[config.mk]
export PLATFORM = sky130hd
export DESIGN_NAME = rmst_front
export DESIGN_NICKNAME = d
export VERILOG_FILES = /design/src/rmst_pkg.sv /design/src/rmst_front.sv
export SDC_FILE = /design/constraint.sdc
export NUM_CORES = 1
export LEC_CHECK = 0
export BUFFER_PORTS_ARGS = -buffer_cell sky130_fd_sc_hd__buf_2
export CORE_UTILIZATION = 50
export DETAILED_ROUTE_END_ITERATION = 12
export HOLD_SLACK_MARGIN = 0.06
export PLACE_DENSITY_LB_ADDON = 0.05
export SLEW_MARGIN = 20
export SYNTH_ARGS = -nofsm -noshare
export SYNTH_HDL_FRONTEND = slang
export SYNTH_SLANG_ARGS = --single-unit
[constraint.sdc]
create_clock -name clk -period 5.4 [get_ports clk]
set_input_delay 1.08 -clock clk [delete_from_list [all_inputs] [get_ports clk]]
set_output_delay 1.08 -clock clk [all_outputs]
set_load 0.02 [all_outputs]
[src/rmst_pkg.sv]
// ============================================================================
// Range minimum segment tree: shared types and constants
// Request and result words, the classified command word passed from the
// front end to the tree walker, and the walker state encoding.
// ============================================================================
package rmst_pkg;

    // Request type codes.
    localparam logic REQ_SET   = 1'b0;
    localparam logic REQ_QUERY = 1'b1;

    // Leaf count register width and its value after reset.
    localparam int          LEAVES_W     = 11;
    localparam logic [10:0] LEAVES_RESET = 11'd1024;

    // One request word.
    typedef struct packed {
        logic               req_type;
        logic [9:0]         position;
        logic signed [31:0] leaf_value;
        logic [10:0]        range_low;
        logic [10:0]        range_high;
    } req_t;

    // One result word.
    typedef struct packed {
        logic signed [31:0] min_value;
        logic               was_query;
        logic               bad_request;
    } res_t;

    // Classification made by the front end.
    typedef enum logic [2:0] {
        CMD_SET,
        CMD_QUERY,
        CMD_EMPTY_QUERY,
        CMD_BAD_SET,
        CMD_BAD_QUERY
    } cmd_kind_t;

    // Command word held in the queue between front end and walker.
    typedef struct packed {
        cmd_kind_t kind;
        req_t      req;
    } cmd_t;

    // Tree walker states.
    typedef enum logic [2:0] {
        BK_CLEAR,
        BK_IDLE,
        BK_SET_LEAF,
        BK_SET_CLIMB,
        BK_QRY_LEFT,
        BK_QRY_RIGHT,
        BK_QRY_FINISH,
        BK_DONE
    } bk_state_t;

endpackage

[src/rmst_front.sv]
// ============================================================================
// Range minimum segment tree: request front end
// Accepts request words, checks them against the leaf count and classifies
// them into commands, holding one command until the queue takes it.
// ============================================================================
module rmst_front #(
    parameter int MAX_LEAVES = 1024
) (
    input  logic                          clk,
    input  logic                          rst_n,
    input  logic [$clog2(MAX_LEAVES+1)-1:0] n,
    input  logic                          clearing,
    input  logic                          push,
    input  rmst_pkg::req_t                req,
    output logic                          full,
    output logic                          q_push,
    output rmst_pkg::cmd_t                q_cmd,
    input  logic                          q_full
);
    import rmst_pkg::*;

    logic      valid_reg;
    logic      valid_next;
    cmd_t      cmd_reg;
    cmd_kind_t kind;
    logic      accept;

    // Classify the incoming request against the leaf count.
    always_comb
    begin
        priority if (req.req_type == REQ_SET)
        begin
            kind = (32'(req.position) >= 32'(n)) ? CMD_BAD_SET : CMD_SET;
        end
        else if ((32'(req.range_low) > 32'(n)) || (32'(req.range_high) > 32'(n)))
        begin
            kind = CMD_BAD_QUERY;
        end
        else if (req.range_low >= req.range_high)
        begin
            kind = CMD_EMPTY_QUERY;
        end
        else
        begin
            kind = CMD_QUERY;
        end
    end

    // Handshake: hold the command until the queue has room.
    assign full       = clearing || (valid_reg && q_full);
    assign accept     = push && !full;
    assign q_push     = valid_reg && !q_full;
    assign q_cmd      = cmd_reg;
    assign valid_next = accept ? 1'b1 : (q_push ? 1'b0 : valid_reg);

    always_ff @(posedge clk or negedge rst_n)
    begin
        if (!rst_n)
        begin
            valid_reg <= 1'b0;
        end
        else
        begin
            valid_reg <= valid_next;
        end
    end

    // Command word register.
    always_ff @(posedge clk)
    begin
        if (accept)
        begin
            cmd_reg <= '{kind: kind, req: req};
        end
    end

endmodule

After elaboration in Yosys (flattened, before gate mapping)
Index checks and enable logic that the tools add are counted.
{"block": "op_classes", "n_eq_ne": 0, "n_addsub": 0, "div": 0, "n_reduce_logical": 8, "bitwise": 0, "shift": 0, "multipliers": 0, "n_mux": 6, "magnitude_cmp": 4}
{"operator": "$gt A11 B11 Y1", "count": 2}
{"operator": "$ge A10 B11 Y1", "count": 1}
{"operator": "$ge A11 B11 Y1", "count": 1}
{"operator": "$mux W3", "count": 2}
{"operator": "$mux W2", "count": 2}
{"operator": "$logic_and A1 B1 Y1", "count": 3}
{"operator": "$logic_not A1 Y1", "count": 2}
{"operator": "$logic_or A1 B1 Y1", "count": 2}
{"operator": "$mux W1", "count": 2}
{"operator": "$reduce_bool A2 Y1", "count": 1}
{"block": "word_totals", "inputBits": 81, "regBits": 69, "latch_bits": 0, "output_inout_bits": 70, "wordCells": 25, "mem_bits_rw": 0, "mem_count": 0, "romBits": 0}

Longest topological paths before layout
{"block": "depth", "depth_word": 5, "depth_mapped": 8, "mapped_depth_nobuf": 8}

Worst setup path before layout
OpenSTA, ideal clock, no wires.
{"block": "synth_timing", "path_type": "input -> register", "startpoint": "input q_full", "endpoint": "register cmd_reg, in the netlist q_cmd[0], enable pin", "path_slack_ns": 2.084, "required_ns": 4.965, "path_buffers": 0, "cell_stages": 2, "setup_time_ns": 0.435, "arrival_time_ns": 2.881, "cell_sequence": "a21oi_1 -> and2_1"}
{"block": "synth_via", "elab_chain_cells": 4}
{"element": "start, declared", "line": "rmst_front.sv:18", "source": "input logic q_full"}
{"element": "$logic_and A1 B1 Y1", "line": "rmst_front.sv:50", "source": "assign full = clearing || (valid_reg && q_full);"}
{"element": "$logic_or A1 B1 Y1", "line": "rmst_front.sv:50"}
{"element": "$logic_not A1 Y1", "line": "rmst_front.sv:51", "source": "assign accept = push && !full;"}
{"element": "$logic_and A1 B1 Y1", "line": "rmst_front.sv:51"}
{"element": "via accept", "line": "rmst_front.sv:26", "source": "logic accept;"}
{"element": "end signal, assigned", "line": "rmst_front.sv:73", "source": "cmd_reg <= '{kind: kind, req: req};"}
{"element": "end, declared", "line": "rmst_front.sv:24", "source": "cmd_t cmd_reg;"}
The timed path passes the listed nets, and every way through them passes these cells.
A chain may end at the register's enable or synchronous reset.

Worst setup path after layout
{"block": "layout_timing", "startpoint": "input q_full", "endpoint": "register cmd_reg, in the netlist q_cmd[11], enable pin"}
Same word-level chain as after synthesis.

==> impl_metrics.sql <==
INSERT INTO impl_metrics (metric_group, metric, value, unit) VALUES
('drt', 'met3RoutedLength', '432', 'um'),
('place', 'port-buffer-count', '150', ''),
('sta', 'final_min_period_over_clock_period', '0.4935', ''),
('logic_synthesis', 'ys.warnings.count', '0', ''),
('drt', 'post-route-drc-count', '0', ''),
('global_route', 'wire_length_of_the_first_global_routing_pass', '10200', 'um'),
('drt', 'met2_wirelength', '3288', 'um'),
('place', 'dp_cells', '435', ''),
('drt', 'vias', '2247', ''),
('clock_tree', 'post-cts-setup-buffer-count', '0', ''),
('final_layout', 'nNetsFinal', '495', ''),
('logic_synthesis', 'seq_cells_post_synth', '69', ''),
('worst_setup_path', 'cp.buffers_inverters', '2', ''),
('final_layout', 'n_fill_cell', '451', ''),
('global_route', 'grtUsageTotal', '0.2155', ''),
('clock_tree', 'cts_tree', 'done', ''),
('worst_setup_path', 'critical_path_required', '5410', 'ps'),
('final_layout', 'layout_commonest_cell', 'sky130_fd_sc_hd__buf_2', ''),
('worst_setup_path', 'critical-path-top-delay-family', 'simple AND/OR/NAND/NOR gates', ''),
('logic_synthesis', 'synthesis.area', '3117', 'um^2'),
('worst_setup_path', 'startpoint_type_of_the_worst_setup_path', 'input pin', ''),
('clock_tree', 'cts_max_path_buffers', '2', ''),
('sta', 'setup_violations', '0', ''),
('worst_setup_path', 'setup.worst_path.class', 'in -> reg', ''),
('sta', 'tightestPinTransition', '972.4', 'ps'),
('floorplan', 'rows', '28', ''),
('job', 'timing.max_cap.violations', '0', ''),
('sta', 'timing.final.crit_period', '2665', 'ps'),
('worst_setup_path', 'critical_path.max_fanout', '44', ''),
('worst_setup_path', 'reg2reg_slack', '3190', 'ps'),
('floorplan', 'die_area', '6553', 'um^2'),
('sta', 'fmax', '0.3752', 'GHz'),
('run_status', 'run_status', 'finished clean', ''),
('sta', 'hold_viol', '0', ''),
('drt', 'drt_iter0_drc', '56', ''),
('worst_setup_path', 'worst_r2r_path_depth', '3', ''),
('place', 'weighted_congestion_at_the_end_of_routability_driven_global_placement', '0.7588', ''),
('clock_tree', 'hold_buffers', '0', ''),
('clock_tree', 'clk-insertion-delay-late', '340', 'ps'),
('place', 'postPlaceCellArea', '3970', 'um^2'),
('sta', 'totalNegativeSetupSlack', '0', 'ps'),
('logic_synthesis', 'syn-num-nets', '333', ''),
('final_layout', 'largest_register_ff_count', '68', ''),
('power_and_ir_drop', 'static-leakage-power', '0.001961', 'uW'),
('power_and_ir_drop', 'ir_worst_vdd', '0.1958', 'mV'),
('final_layout', 'area_added_between_synthesis_and_finish', '34.24', '%'),
('global_route', 'grt.overflow.total', '0', ''),
('sta', 'finalClockSkew', '7.044', 'ps'),
('logic_synthesis', 'yosysSeqAreaShare', '0.6632', ''),
('global_route', 'via_count_of_the_first_global_routing_pass', '2231', ''),
('clock_tree', 'clkSinkCount', '69', ''),
('sta', 'timing.final.max_slew_violations', '0', ''),
('clock_tree', 'cts-buffers-inserted', '9', ''),
('final_layout', 'finalInstanceArea', '4184', 'um^2'),
('sta', 'grt_setup_unrepaired', 'no', ''),
('floorplan', 'die_height', '80.95', 'um'),
('clock_tree', 'clock_slew_at_the_register_clock_pins_of_the_worst_setup_and_hold_paths', '70', 'ps'),
('worst_setup_path', 'critical_path.endpoint_type', 'flop', ''),
('worst_setup_path', 'critPathMaxStageDelay', '820', 'ps'),
('worst_setup_path', 'r2r-start', 'valid_reg', ''),
('floorplan', 'floorplan.core_area', '5956', 'um^2'),
('floorplan', 'io_pins', '151', ''),
('final_layout', 'layout-drive-gt1-share', '0.4441', ''),
('worst_setup_path', 'timing.critical_path.cells', 'buf_2 -> a21oi_1 -> and2_2 -> buf_4', ''),
('worst_setup_path', 'cp.arrival', '2670', 'ps'),
('logic_synthesis', 'postSynthCellCount', '209', ''),
('drt', 'routed_wire_length', '6650', 'um'),
('drt', 'avgViaCountPerCell', '4.982', ''),
('logic_synthesis', 'synth.avg_cell_area', '14.91', 'um^2'),
('clock_tree', 'cts_root_buffer', 'sky130_fd_sc_hd__clkbuf_8', ''),
('sta', 'worst_hold_slack', '494.5', 'ps');
[layout make-up]
| cell class | instances | area (um^2) | area share |
|---|---|---|---|
| Clock inverter | 6 | 86.33 | 0.02063 |
| Clock buffer | 10 | 127.6 | 0.03050 |
| Inverter | 26 | 97.59 | 0.02333 |
| Timing Repair Buffer | 151 | 758.2 | 0.1812 |
| Tap cell | 75 | 93.84 | 0.02243 |
| Sequential cell | 69 | 2067 | 0.4940 |
| Multi-Input combinational cell | 114 | 953.4 | 0.2279 |
[layer usage]
layer,global-route usage,vias to the layer above
li1,-,1118
met1,0.2517,1033
met2,0.3672,83
met3,0.04831,13
met4,0.1179,0
met5,0,-
[synthesized netlist by cell type (all sizes together)]
cell type / n / share of area
a211o: 3 / 0.0084
ha: 43 / 0.17
o2111ai: 1 / 0.0028
a21boi: 1 / 0.0024
o21a: 1 / 0.0024
a21oi: 15 / 0.024
nand2: 6 / 0.0072
nand4: 6 / 0.012
nor2: 5 / 0.0060
o31ai: 3 / 0.0088
a211oi: 1 / 0.0024
inv: 26 / 0.031
nand2b: 1 / 0.0020
edfxtp: 68 / 0.66
nor2b: 3 / 0.0060
dfrtp: 1 / 0.0080
o22ai: 1 / 0.0020
and2: 2 / 0.0040
a21o: 4 / 0.0096
o21ai: 9 / 0.014
o311ai: 1 / 0.0028
nor3: 3 / 0.0048
nand3: 2 / 0.0032
nand3b: 2 / 0.0048
o211ai: 1 / 0.0024
[worst reg2reg max path: stages, from the launching register on]
cell                      delay, ps
sky130_fd_sc_hd__dfrtp_1        400
sky130_fd_sc_hd__a21oi_1        150
sky130_fd_sc_hd__and2_2         820
sky130_fd_sc_hd__buf_4          490
[worst max-delay path by stage]
| stage | start | endpoint | slack (ps) | depth (start not counted) |
|---|---|---|---|---|
| 3_3_place_gp | q_full | q_cmd[59] | 2430 | 4 |
| 6_report | q_full | q_cmd[11] | 2740 | 4 |
| 3_5_place_dp | q_full | q_cmd[55] | 2340 | 4 |
| 5_1_grt | q_full | q_cmd[11] | 2560 | 4 |
| 2_1_floorplan | q_full | q_cmd[0] | 2080 | 2 |
| 4_1_cts | q_full | q_cmd[0] | 2710 | 4 |
[kinds of logic after synthesis]
group | after synthesis | synth area share
flip-flops | 69 | 0.6632
adder cells (fa/ha/maj) | 43 | 0.1726
AO/OA/AOI/OAI | 41 | 0.08270
AND/OR/NAND/NOR | 30 | 0.05018
buffers and inverters | 26 | 0.03131
[metrics by stage]
step	utilization	total power, uW	worst slack, ps
global placement	0.6666	808.2	2426
global route	0.7025	1308	2557
CTS	0.7025	1267	2712
finish	0.7025	1256	2735
detailed placement	0.6666	813.6	2341
floorplan	-	737.8	2084
[report_power, final]
part           switching (uW)  leakage (uW)  total (uW)  internal, uW
logic                     105       0.00121         176          71.3
clock network             196      0.000108         456           260
registers                5.47      0.000647         624           618
total                     307       0.00196        1260           950
Power figures use the tool's default switching activity.
