`config.mk`:
```
export PLATFORM = sky130hd
export DESIGN_NAME = rmst_cmd_queue
export DESIGN_NICKNAME = d
export VERILOG_FILES = /design/src/rmst_pkg.sv /design/src/rmst_cmd_queue.sv
export SDC_FILE = /design/constraint.sdc
export NUM_CORES = 1
export LEC_CHECK = 0
export BUFFER_PORTS_ARGS = -buffer_cell sky130_fd_sc_hd__buf_2
export CAP_MARGIN = 20
export CORE_UTILIZATION = 30
export CTS_CLUSTER_SIZE = 14
export DETAILED_ROUTE_END_ITERATION = 12
export GPL_TIMING_DRIVEN = 0
export MAX_ROUTING_LAYER = met4
export SLEW_MARGIN = 20
export SYNTH_ARGS = -nofsm -noshare
export SYNTH_HDL_FRONTEND = slang
export SYNTH_SLANG_ARGS = --single-unit
```
`constraint.sdc`:
```
create_clock -name clk -period 5.75 [get_ports clk]
set_input_delay 0.575 -clock clk [delete_from_list [all_inputs] [get_ports clk]]
set_output_delay 0.575 -clock clk [all_outputs]
set_load 0.05 [all_outputs]
```
`src/rmst_pkg.sv`:
```
// ============================================================================
// Range minimum segment tree: shared types and constants
// Request and result words, the classified command word passed from the
// front end to the tree walker, and the walker state encoding.
// ============================================================================
package rmst_pkg;

    // Request type codes.
    localparam logic REQ_SET   = 1'b0;
    localparam logic REQ_QUERY = 1'b1;

    // Leaf count register width and its value after reset.
    localparam int          LEAVES_W     = 11;
    localparam logic [10:0] LEAVES_RESET = 11'd1024;

    // One request word.
    typedef struct packed {
        logic               req_type;
        logic [9:0]         position;
        logic signed [31:0] leaf_value;
        logic [10:0]        range_low;
        logic [10:0]        range_high;
    } req_t;

    // One result word.
    typedef struct packed {
        logic signed [31:0] min_value;
        logic               was_query;
        logic               bad_request;
    } res_t;

    // Classification made by the front end.
    typedef enum logic [2:0] {
        CMD_SET,
        CMD_QUERY,
        CMD_EMPTY_QUERY,
        CMD_BAD_SET,
        CMD_BAD_QUERY
    } cmd_kind_t;

    // Command word held in the queue between front end and walker.
    typedef struct packed {
        cmd_kind_t kind;
        req_t      req;
    } cmd_t;

    // Tree walker states.
    typedef enum logic [2:0] {
        BK_CLEAR,
        BK_IDLE,
        BK_SET_LEAF,
        BK_SET_CLIMB,
        BK_QRY_LEFT,
        BK_QRY_RIGHT,
        BK_QRY_FINISH,
        BK_DONE
    } bk_state_t;

endpackage

```
`src/rmst_cmd_queue.sv`:
```
// ============================================================================
// Range minimum segment tree: command queue
// Two-entry queue that decouples the front end from the tree walker.
// ============================================================================
module rmst_cmd_queue (
    input  logic           clk,
    input  logic           rst_n,
    input  logic           push,
    input  rmst_pkg::cmd_t din,
    output logic           full,
    input  logic           pop,
    output rmst_pkg::cmd_t dout,
    output logic           empty
);
    import rmst_pkg::*;

    cmd_t       entry_reg [2];
    logic       wr_ptr_reg;
    logic       wr_ptr_next;
    logic       rd_ptr_reg;
    logic       rd_ptr_next;
    logic [1:0] count_reg;
    logic [1:0] count_next;
    logic       do_push;
    logic       do_pop;

    assign full    = (count_reg == 2'd2);
    assign empty   = (count_reg == 2'd0);
    assign dout    = entry_reg[rd_ptr_reg];
    assign do_push = push && !full;
    assign do_pop  = pop && !empty;

    // Pointer and fill count update.
    always_comb
    begin
        wr_ptr_next = do_push ? ~wr_ptr_reg : wr_ptr_reg;
        rd_ptr_next = do_pop ? ~rd_ptr_reg : rd_ptr_reg;
        count_next  = count_reg;
        if (do_push && !do_pop)
        begin
            count_next = count_reg + 2'd1;
        end
        else if (do_pop && !do_push)
        begin
            count_next = count_reg - 2'd1;
        end
    end

    always_ff @(posedge clk or negedge rst_n)
    begin
        if (!rst_n)
        begin
            wr_ptr_reg <= 1'b0;
            rd_ptr_reg <= 1'b0;
            count_reg  <= 2'd0;
        end
        else
        begin
            wr_ptr_reg <= wr_ptr_next;
            rd_ptr_reg <= rd_ptr_next;
            count_reg  <= count_next;
        end
    end

    // Entry storage.
    always_ff @(posedge clk)
    begin
        if (do_push)
        begin
            entry_reg[wr_ptr_reg] <= din;
        end
    end

endmodule

```
### After elaboration in Yosys (flattened, before gate mapping)

Memories as Yosys holds them, arrays and structs flattened.
Cells that the tools add are included.
W data, S select, Z words.

| storage, ports and cells | value |
|---|---|
| register bits after elaboration | 4 |
| RAM bits | 136 |
| input port bits | 72 |
| output and inout port bits | 70 |
| logic and storage cells | 23 |
| memories kept | 1 |

Memories:

| memory | words | bits a word | read ports | clocked after Yosys merged registers in | wr ports | RTL line | RTL |
|---|---|---|---|---|---|---|---|
| entry_reg | 2 | 68 | 1 | 0 | 1 | rmst_cmd_queue.sv:17 | `cmd_t entry_reg [2];` |

| cells by class | value |
|---|---|
| $add $sub $neg | 2 |
| eq/ne operators | 1 |
| muxes and demuxes | 4 |
| bitwise gates (word level) | 2 |
| reduce and logical (&&, ||, !) cells | 10 |

Operators by type and width:

| kind | count |
|---|---|
| $logic_and A1 B1 Y1 | 4 |
| $logic_not A1 Y1 | 4 |
| $mux W2 | 2 |
| $add A2 B1 Y2 const B | 1 |
| $eq A2 B2 Y1 const B | 1 |
| $logic_not A2 Y1 | 1 |
| $mux W1 | 2 |
| $not A1 Y1 | 2 |
| $reduce_bool A2 Y1 | 1 |
| $sub A2 B1 Y2 const B | 1 |

### Longest topological paths before layout

Gate-level depths: netlist (run 1).

| depth | value |
|---|---|
| word-level depth | 7 |
| depth in mapped cells | 7 |

### Worst setup path before layout (run 1)

OpenSTA, ideal clock, no wires.

| timing | value |
|---|---|
| path type | input-to-reg |
| start point | in push |
| end point | mem entry_reg[0][0] (netlist bit), enable pin |
| setup time | 0.494 ns |
| data arrival time | 3.505 ns |
| data required time | 5.256 ns |
| path slack | 1.751 ns |
| stages on the path | 2 |
| buffers on the path | 0 |
| cells stage by stage | nand2_1 nor2_1 |

| between the ends | value |
|---|---|
| cells in the longest elaborated chain, start to end | 3 |

RTL lines:

| what | RTL line | RTL |
|---|---|---|
| start, declared | rmst_cmd_queue.sv:8 | `input logic push,` |
| $logic_and A1 B1 Y1 | rmst_cmd_queue.sv:30 | `assign do_push = push && !full;` |
| $mux W1 | rmst_cmd_queue.sv:68 | `if (do_push)` |
| $mux W1 (not written as such) | rmst_cmd_queue.sv:70 | `entry_reg[wr_ptr_reg] <= din;` |
| end, declared | rmst_cmd_queue.sv:17 |  |

No other way between the ends.

==> results.md, run 1 <==
- CP Launch Type: flip-flop
- All-layer global routing usage: 12.2%
- Total Power: 4.20 mW
- Min-Delay Path Class: in -> reg
- Fmax: 0.434 GHz
- Final worst-path cycle share: 40.0%
- Post-synth top area share: 79.4%
- Die height: 133 um
- #FFs+latches synth: 140
- Post-Syn Nets: 304
- Largest net degree at the start of global routing: 48
- DR vias/cell: 4.23
- VDD IR-drop max: 0.276 mV
- Slew @ Worst Pin: 377 ps
- Die Area: 17700 um^2
- First-pass GRT wire length: 15.2 mm
- Unrepaired setup endpoints after global routing: no
- Distinct cell type count after synthesis: 16
- Initial antenna violation count: 2
- Final WS setup: 3450 ps
- Synth Area in Compound Gates: 0.0973%
- Critical path endpoint category: output pin
- WS Path Type: reg -> out
- Share of cells above drive strength 1: 60.4%
- PD cells: 617 nW/um^2
- Clock slew at reported path FFs: 60 ps
- Mux cell area share after synthesis: 15.6%
- Initial Util: 30.9%
- CTS tree: done
- Via count: 2675
- Total grt overflow: 0
- Root Buffer: clkbuf_16
- Crit path arrival time: 1730 ps
- Synthesized area: 5150 um^2
- Total negative slack: 0 ps
- Detail Route Antenna Nets: 0
- H-tree depth: 4
- Port bufs: 141
- Total CTS buffers: 17
- Die width: 133 um
- Rows: 47
- Layout area overhead: 32.2%
- Largest cells by area after synthesis: edfxtp_1 79%, mux2_2 13%, mux2_4 2.9%
- Pre-antenna DRT Iters: 4
- Status: completed
- GP Congestion: 0.685
- Synth Area in XOR/XNOR: 0.851%
- Worst-Skew Late Latency: 410 ps
- Vias in the first global route: 2938
- Starting DRT DRC Count: 116
- # IOs: 142
- Max Transition Viols Final: 0
- Mean routed wirelength per cell: 15.3 um
- Final setup fails: 0
- Area share of fa/ha/maj cells after synthesis: 0.243%
- Final Routed Wirelength: 9.67 mm
- Max FO, Critical Path: 10
- DRC Markers: 0
- Yosys warns: 0
- CP required: 5180 ps
- Dpl hpwl: 6.55 mm
- Post-Synth Simple-Gate Area: 0.535%
- # fillers: 1546
- Core ar.: 16600 um^2
- CTS Buffer Depth: 2
- Fin. Hold Viols: 0
- Largest family of logic cells by synthesized area: multiplexers
- Synth Instances: 231
- Max reg flops: 136
- Post-Route Skew: 5.78 ps
- Max_cap viols: 0
- Worst hold slack: 353 ps
- Final min period: 2300 ps
- Post-cts sizing count: 0
- Leak: 2.58 nW
- Average size of a mapped cell: 22.3 um^2
- Final net count: 469
- Dpl ws: 3850 ps
- Sink Count: 140
- Sequential cell area fraction in the yosys report: 81.3%
- Most frequent cells in the layout: 146 x buf_2, 136 x edfxtp_1, 58 x mux2_2
- Rel. slew slack: 74.9%
- Most common cell after layout, fill and taps aside: buf_2
- Synth area leader: edfxtp_1
through the flow:
stage | utilization, % | cell area [um^2] | cells
2_1_floorplan | - | 5150 | 231
3_3_place_gp | 36.8 | 6130 | 592
3_5_place_dp | 37.5 | 6240 | 596
4_1_cts | 40.8 | 6800 | 629
5_1_grt | 40.9 | 6800 | 631
6_report | 40.9 | 6800 | 632
Yosys cell counts:
| library cell | n |
|---|---|
| buf_2 | 5 |
| nand2b_1 | 1 |
| o21ai_0 | 1 |
| edfxtp_1 | 136 |
| buf_8 | 1 |
| dfrtp_1 | 4 |
| ha_1 | 1 |
| xor2_1 | 2 |
| inv_1 | 2 |
| buf_6 | 2 |
| nand2_1 | 1 |
| mux2_2 | 58 |
| mux2_4 | 10 |
| and3_1 | 1 |
| nor2_1 | 3 |
| xnor2_1 | 3 |
cell type report:
| class | instances | area, um^2 | area share (%) |
|---|---|---|---|
| inverters | 2 | 7.51 | 0.110 |
| repair buffers | 146 | 818 | 12.0 |
| clock inverters | 10 | 98.8 | 1.45 |
| plain buffers | 8 | 62.6 | 0.920 |
| well taps | 220 | 275 | 4.05 |
| flip-flops and latches | 140 | 4180 | 61.5 |
| clock buffers | 22 | 444 | 6.53 |
| diodes | 3 | 7.51 | 0.110 |
| multi-input cells | 81 | 905 | 13.3 |
critical path: stages (launching register included):
cell and delay, ps:
dfrtp_1 330, buf_6 120, buf_6 160, buf_8 180, mux2_4 300, buf_2 210
metal layers:
| layer | track usage (%) | vias up | routed length, um |
|---|---|---|---|
| met3 | 5.48 | 13 | 759 |
| met1 | 12.9 | 1309 | 3920 |
| li1 | - | 1253 | - |
| met5 | - | - | 0 |
| met2 | 19.7 | 100 | 4810 |
| met4 | 5.30 | 0 | 182 |
logic make-up (layout without fill, tap and decap cells):
family,count (synthesis),in the layout
flip-flops,140,140
multiplexers,68,68
buffers and inverters,10,188
AND/OR/NAND/NOR,6,6
XOR/XNOR,5,5
adder cells (fa/ha/maj),1,1
AO/OA/AOI/OAI,1,1
other,0,3
power by group:
group	total, mW	switching [mW]	internal [mW]
logic	1.74	1.22	0.516
registers	1.45	0.0578	1.39
clock network	1.01	0.376	0.630
total	4.20	1.66	2.54
path summary, 6_finish.rpt:
kind / depth (start not counted) / start / slack [ps] / end
max: 5 / rd_ptr_reg$_DFFE_PN0P_ / 3450 / dout[44]
min in group asynchronous: 2 / rst_n / 500 / wr_ptr_reg$_DFFE_PN0P_
max in group asynchronous: 2 / rst_n / 5130 / count_reg[0]$_DFFE_PN0P_
min: 1 / din[7] / 350 / entry_reg[0][7]$_DFFE_PP_
min reg2reg: 1 / count_reg[1]$_DFFE_PN0P_ / 530 / count_reg[1]$_DFFE_PN0P_
max reg2reg: 5 / count_reg[0]$_DFFE_PN0P_ / 3930 / entry_reg[0][43]$_DFFE_PP_
repair_timing:
item | in CTS | in global routing
hold buffers | 1 | 0
hold endpoints to repair | 4 | 0
buffers inserted | 0 | 0
(Power assumes the default switching activity.)
==> run 2: changes to the inputs <==
ABC_AREA = 1   (was not set)
clock period = 2.05 ns   (was 5.75 ns; I/O delays follow)
==> run 2 against run 1 <==
Compared with the run above: register-to-register slack got worse by 3700 ps; worst hold slack worse by 300 ps; total power rose to 3.0 times the previous value; core utilization rose by 4.7 points; count of clock-buffer cells in the layout shrank 1; worst setup slack lost 3300 ps; die area increased by 0.64%; critical path depth rose by 2; first-iteration DRC count down 25%.
==> results.md, run 2 <==
- Fin util: 45.5%
- Pre-antenna DRT Iters: 4
- Max FO, Critical Path: 10
- Total grt overflow: 0
- Fmax: 0.518 GHz
- Root Buffer: clkbuf_16
- Post-synth EDFFs: 136
- Total Power: 12.8 mW
- GP Congestion: 0.755
- Synth area leader: edfxtp_1
- Final min period: 1930 ps
- Final Routed Wirelength: 11.6 mm
- Detail Route Antenna Nets: 0
- Most used flip-flop cell after synthesis: edfxtp_1
- CTS tree: done
- DR vias/cell: 4.12
- Final worst-path cycle share: 94.1%
- Rel. slew slack: 55.7%
- Post-CTS Setup Inserts: 0
- Core ar.: 16700 um^2
- Post-synth top cells: 213 x nand2_1, 136 x edfxtp_1, 10 x buf_2
- Post-Route Skew: 7.43 ps
- Via count: 3515
- Rows: 47
- Post-synth top area share: 78.8%
- Final net count: 695
- Dpl hpwl: 7.40 mm
- Min-Delay Path Class: in -> reg
- Total CTS buffers: 17
- Final setup fails: 0
- Async set-reset flop share out of synthesis: 2.86%
- PD cells: 1680 nW/um^2
- Max Transition Viols Final: 0
- CP Launch Type: flip-flop
- CP required: 1850 ps
- Post-Syn Nets: 460
- VDD IR-drop max: 0.789 mV
- Initial Util: 31.0%
- Mean routed wirelength per cell: 13.6 um
- Synthesized area: 5180 um^2
- Most frequent cells in the layout: 212 x nand2_1, 146 x buf_2, 136 x edfxtp_1
- Largest net degree at the start of global routing: 26
- First-pass GRT wire length: 17.9 mm
- Port bufs: 141
- Critical path endpoint category: output pin
- Synth Instances: 387
- All-layer global routing usage: 14.1%
- Average size of a mapped cell: 13.4 um^2
- Worst path slowest cell: dfrtp_1
- Critical Path Max Stage Delay: 360 ps
- #FFs+latches synth: 140
- # IOs: 142
- Sink Count: 140
- H-tree depth: 4
- Count leader, synth: nand2_1
- Slew @ Worst Pin: 661 ps
- Layout area overhead: 46.8%
- Die width: 133 um
- WS Path Type: reg -> out
- Yosys warns: 0
- Largest cells by area after synthesis: edfxtp_1 79%, nand2_1 15%, dfrtp_1 1.9%
- Vias in the first global route: 3572
- Worst-Skew Late Latency: 410 ps
- Max reg flops: 136
- DRC Markers: 0
- Die height: 133 um
- Most common cell after layout, fill and taps aside: nand2_1
- Distinct cell type count after synthesis: 15
- Antenna cells: 0
- Max_cap viols: 0
- Die Area: 17800 um^2
- Leak: 3.26 nW
- Fin. Hold Viols: 0
- Unrepaired setup endpoints after global routing: no
- Crit-path cells: buf_4 -> inv_4 -> buf_6 -> buf_6 -> nand2_1 -> nand2_1 -> buf_2
- Clock slew at reported path FFs: 50 ps
- Sequential cell area fraction in the yosys report: 80.8%
- Status: completed
- Starting DRT DRC Count: 87
- Crit path arrival time: 1720 ps
- Initial antenna violation count: 0
- CTS Buffer Depth: 2
- Share of cells above drive strength 1: 30.8%
-- run 2: cell count changes after synthesis, sizes merged --
cell / previous run / this run
and3: 1 / 0
buf: 8 / 15
inv: 2 / 8
mux2: 68 / 0
nand2: 1 / 213
nand2b: 1 / 0
nand3: 0 / 1
nand3b: 0 / 1
nand4: 0 / 1
nor2: 3 / 4
o21ai: 1 / 2
xnor2: 3 / 1
xor2: 2 / 0
-- run 2: worst max-delay path: cells and delay by family (launching register included) --
kind | cells | cell delay (ps)
AND/OR/NAND/NOR | 2 | 120
flip-flops | 1 | 360
buffers and inverters | 5 | 830
-- run 2: area by class of cell --
type | count | area (um^2)
repair buffers | 215 | 1530
clock inverters | 9 | 146
fillers | 1521 | 9100
inverters | 8 | 36.3
flip-flops and latches | 140 | 4190
well taps | 220 | 275
clock buffers | 21 | 440
repair inverters | 1 | 5.00
multi-input cells | 224 | 885
plain buffers | 15 | 101
-- run 2: worst paths after layout --
path | from | slack (ps) | to | depth (start not counted)
max | rd_ptr_reg$_DFFE_PN0P_ | 120 | dout[48] | 7
min | pop | 60 | rd_ptr_reg$_DFFE_PN0P_ | 3
max reg2reg | count_reg[1]$_DFFE_PN0P_ | 270 | entry_reg[0][21]$_DFFE_PP_ | 5
min reg2reg | wr_ptr_reg$_DFFE_PN0P_ | 490 | wr_ptr_reg$_DFFE_PN0P_ | 2
max in group asynchronous | rst_n | 1790 | count_reg[0]$_DFFE_PN0P_ | 2
min in group asynchronous | rst_n | 130 | count_reg[1]$_DFFE_PN0P_ | 2
-- run 2: through the flow --
| stage | hold slack [ps] | TNS (ps) | cells | cell area (um^2) | worst slack (ps) |
|---|---|---|---|---|---|
| finish | 57.6 | 0 | 853 | 7600 | 120 |
| global placement | 11.8 | -91430 | 748 | 6190 | -677 |
| CTS | 40.7 | 0 | 852 | 7590 | 49.2 |
| floorplan | -90.6 | -16910 | 387 | 5200 | -228 |
| detailed placement | 18.3 | 0 | 753 | 6310 | 121 |
| global route | 44.7 | 0 | 853 | 7600 | 0.947 |
-- run 2: cells by family (layout without fill, tap and decap cells) --
kind of cell / after synthesis / count (layout) / synth area share, %
simple gates: 220 / 220 / 16.1
xor+xnor: 1 / 1 / 0.169
flops: 140 / 140 / 80.8
compound gates: 2 / 2 / 0.193
fa+ha+maj: 1 / 1 / 0.242
buf+inv: 23 / 269 / 2.54
-- run 2: layer usage --
| metal | global-route usage (%) | wire length (um) | up-vias |
|---|---|---|---|
| met5 | - | 0 | - |
| met3 | 4.72 | 576 | 9 |
| li1 | - | - | 1771 |
| met4 | 4.86 | 112 | 0 |
| met2 | 23.5 | 5890 | 118 |
| met1 | 15.7 | 4980 | 1617 |
-- run 2: report_power, final --
group	internal (mW)	total (mW)	switching (mW)
logic	1.31	5.63	4.32
registers	3.90	4.06	0.161
clock network	2.01	3.07	1.06
-- run 2: what timing repair did --
item | CTS | global route
gates resized for setup | 0 | 5
hold endpoints to repair | 140 | 0
hold buffers | 69 | 0
endpoints found under the setup margin | 0 | 34
==> run 3: changes to the inputs <==
CELL_PAD_IN_SITES_DETAIL_PLACEMENT = 1   (was not set)
CELL_PAD_IN_SITES_GLOBAL_PLACEMENT = 1   (was not set)
PLACE_DENSITY_LB_ADDON = 0.1   (was not set)
clock period = 2.15 ns   (was 2.05 ns; I/O delays follow)
==> run 3 against run 2 <==
Compared with the run above: via count increased by 3.5%; largest power group unchanged; critical path depth unchanged; global-route usage increased by 1.4 points; flip-flop and latch count unchanged; first-iteration DRC count increased by 59%; final cell count increased by 0.23%; clock skew increased by 2.6 ps.
==> results.md, run 3 (same netlist as run 2, synthesis figures left out) <==
- CP Launch Type: flip-flop
- Worst hold slack: 55.4 ps
- Final net count: 695
- All-layer global routing usage: 15.5%
- Die width: 133 um
- DRC Markers: 0
- Die Area: 17800 um^2
- Max_cap viols: 0
- CTS Buffer Depth: 2
- Max Transition Viols Final: 0
- CTS tree: done
- Sink Count: 140
- Total negative slack: 0 ps
- Mean routed wirelength per cell: 14.8 um
- R2R Setup Slk: 230 ps
- Share of cells above drive strength 1: 31.0%
- Detail Route Antenna Nets: 0
- # IOs: 142
- Clock slew at reported path FFs: 60 ps
- Antenna cells: 0
- First-pass GRT wire length: 20.1 mm
- Root Buffer: clkbuf_16
- Rel. slew slack: 60.1%
- GR Layer Usage met3: 4.22%
- DR vias/cell: 4.25
- Fmax: 0.514 GHz
- Total Power: 12.0 mW
- # fillers: 1797
- Status: completed
- Post-Route Skew: 10.0 ps
- Die height: 133 um
- Fin util: 45.2%
- Max FO, Critical Path: 10
- Via count: 3637
- Non-Filler Instances: 855
- Multi-input logic area: 891 um^2
- Largest net degree at the start of global routing: 26
- Crit path arrival time: 1730 ps
- Final Routed Wirelength: 12.6 mm
- Starting DRT DRC Count: 138
- Final min period: 1950 ps
- Initial Util: 31.0%
- Max reg flops: 136
- VDD IR-drop max: 0.628 mV
- Final setup fails: 0
- Most frequent cells in the layout: 212 x nand2_1, 151 x buf_2, 136 x edfxtp_1
- Layout area overhead: 45.6%
- Leak: 3.24 nW
- Slew @ Worst Pin: 598 ps
- Core ar.: 16700 um^2
- Port bufs: 141
- Total CTS buffers: 17
- Vias in the first global route: 3875
- Most common cell after layout, fill and taps aside: nand2_1
- Initial antenna violation count: 0
- CP required: 1930 ps
- Min-Delay Path Class: in -> reg
- Placed cell count: 753
- PD cells: 1590 nW/um^2
- Rows: 47
- Total grt overflow: 0
- GP Congestion: 0.686
- Final worst-path cycle share: 90.5%
- Pre-antenna DRT Iters: 4
- Met1 GRT Util: 18.3%
- Dpl hpwl: 7.94 mm
- Busiest grt layer: met2
- Worst-Skew Late Latency: 420 ps
- GRT met2 Usage: 25.1%
- Unrepaired setup endpoints after global routing: no
- Register area: 4190 um^2
- Critical path endpoint category: output pin
- Fin. Hold Viols: 0
- H-tree depth: 4
- WS Path Type: reg -> out
==> run 3: cell count changes in the layout (fill, tap and decap cells not counted), moves of 2 or more <==
cell / change
buf_16: -2
buf_2: +5
bufinv_16: -2
clkbuf_1: -3
clkbuf_4: -5
clkinv_1: +3
==> run 3: final cells by class <==
type                    count  share of cell area, %
clock buffers              18                   5.69
repair buffers            215                   19.9
flip-flops and latches    140                   55.5
clock inverters            14                   1.69
well taps                 220                   3.65
plain buffers              15                   1.31
multi-input cells         225                   11.8
inverters                   8                  0.481
==> run 3: timing repair <==
action | 4_1_cts | 5_1_grt
resized for setup | 0 | 1
setup buffers | 0 | 0
hold endpoints to repair | 140 | 0
hold buffers | 69 | 0
setup endpoints to repair | 0 | 17
==> run 3: worst paths after layout <==
check	end	cells past startpoint	from
min in group asynchronous	count_reg[1]$_DFFE_PN0P_	2	rst_n
max in group asynchronous	count_reg[0]$_DFFE_PN0P_	2	rst_n
min	rd_ptr_reg$_DFFE_PN0P_	3	pop
max	dout[49]	7	rd_ptr_reg$_DFFE_PN0P_
min reg2reg	wr_ptr_reg$_DFFE_PN0P_	2	wr_ptr_reg$_DFFE_PN0P_
max reg2reg	entry_reg[0][42]$_DFFE_PP_	6	count_reg[1]$_DFFE_PN0P_
==> run 3: layer usage <==
layer	share of wire, %	wire length [um]	vias to the layer above
li1	-	-	1776
met1	44	5580	1753
met2	50	6310	96
met3	4.6	581	12
met4	1.3	170	0
met5	0	0	-
==> run 3: per-stage QoR <==
step	cell area, um^2	setup WS (ps)
floorplan	5200	-128
global placement	6190	-738
detailed placement	6290	16.7
CTS	7540	1.30
global route	7540	72.1
finish	7540	205
==> run 3: power breakdown <==
part           switching [mW]  total (mW)  internal (mW)
Combinational            4.15        5.35           1.20
Clock                    1.11        2.79           1.69
Sequential              0.164        3.88           3.72
Total                    5.42        12.0           6.61
==> run 3: worst max-delay path, cell delays in order (launching register included) <==
cell	delay [ps]
dfrtp_1	360
buf_4	170
inv_4	90
buf_6	150
buf_6	160
nand2_1	60
nand2_1	70
buf_2	260
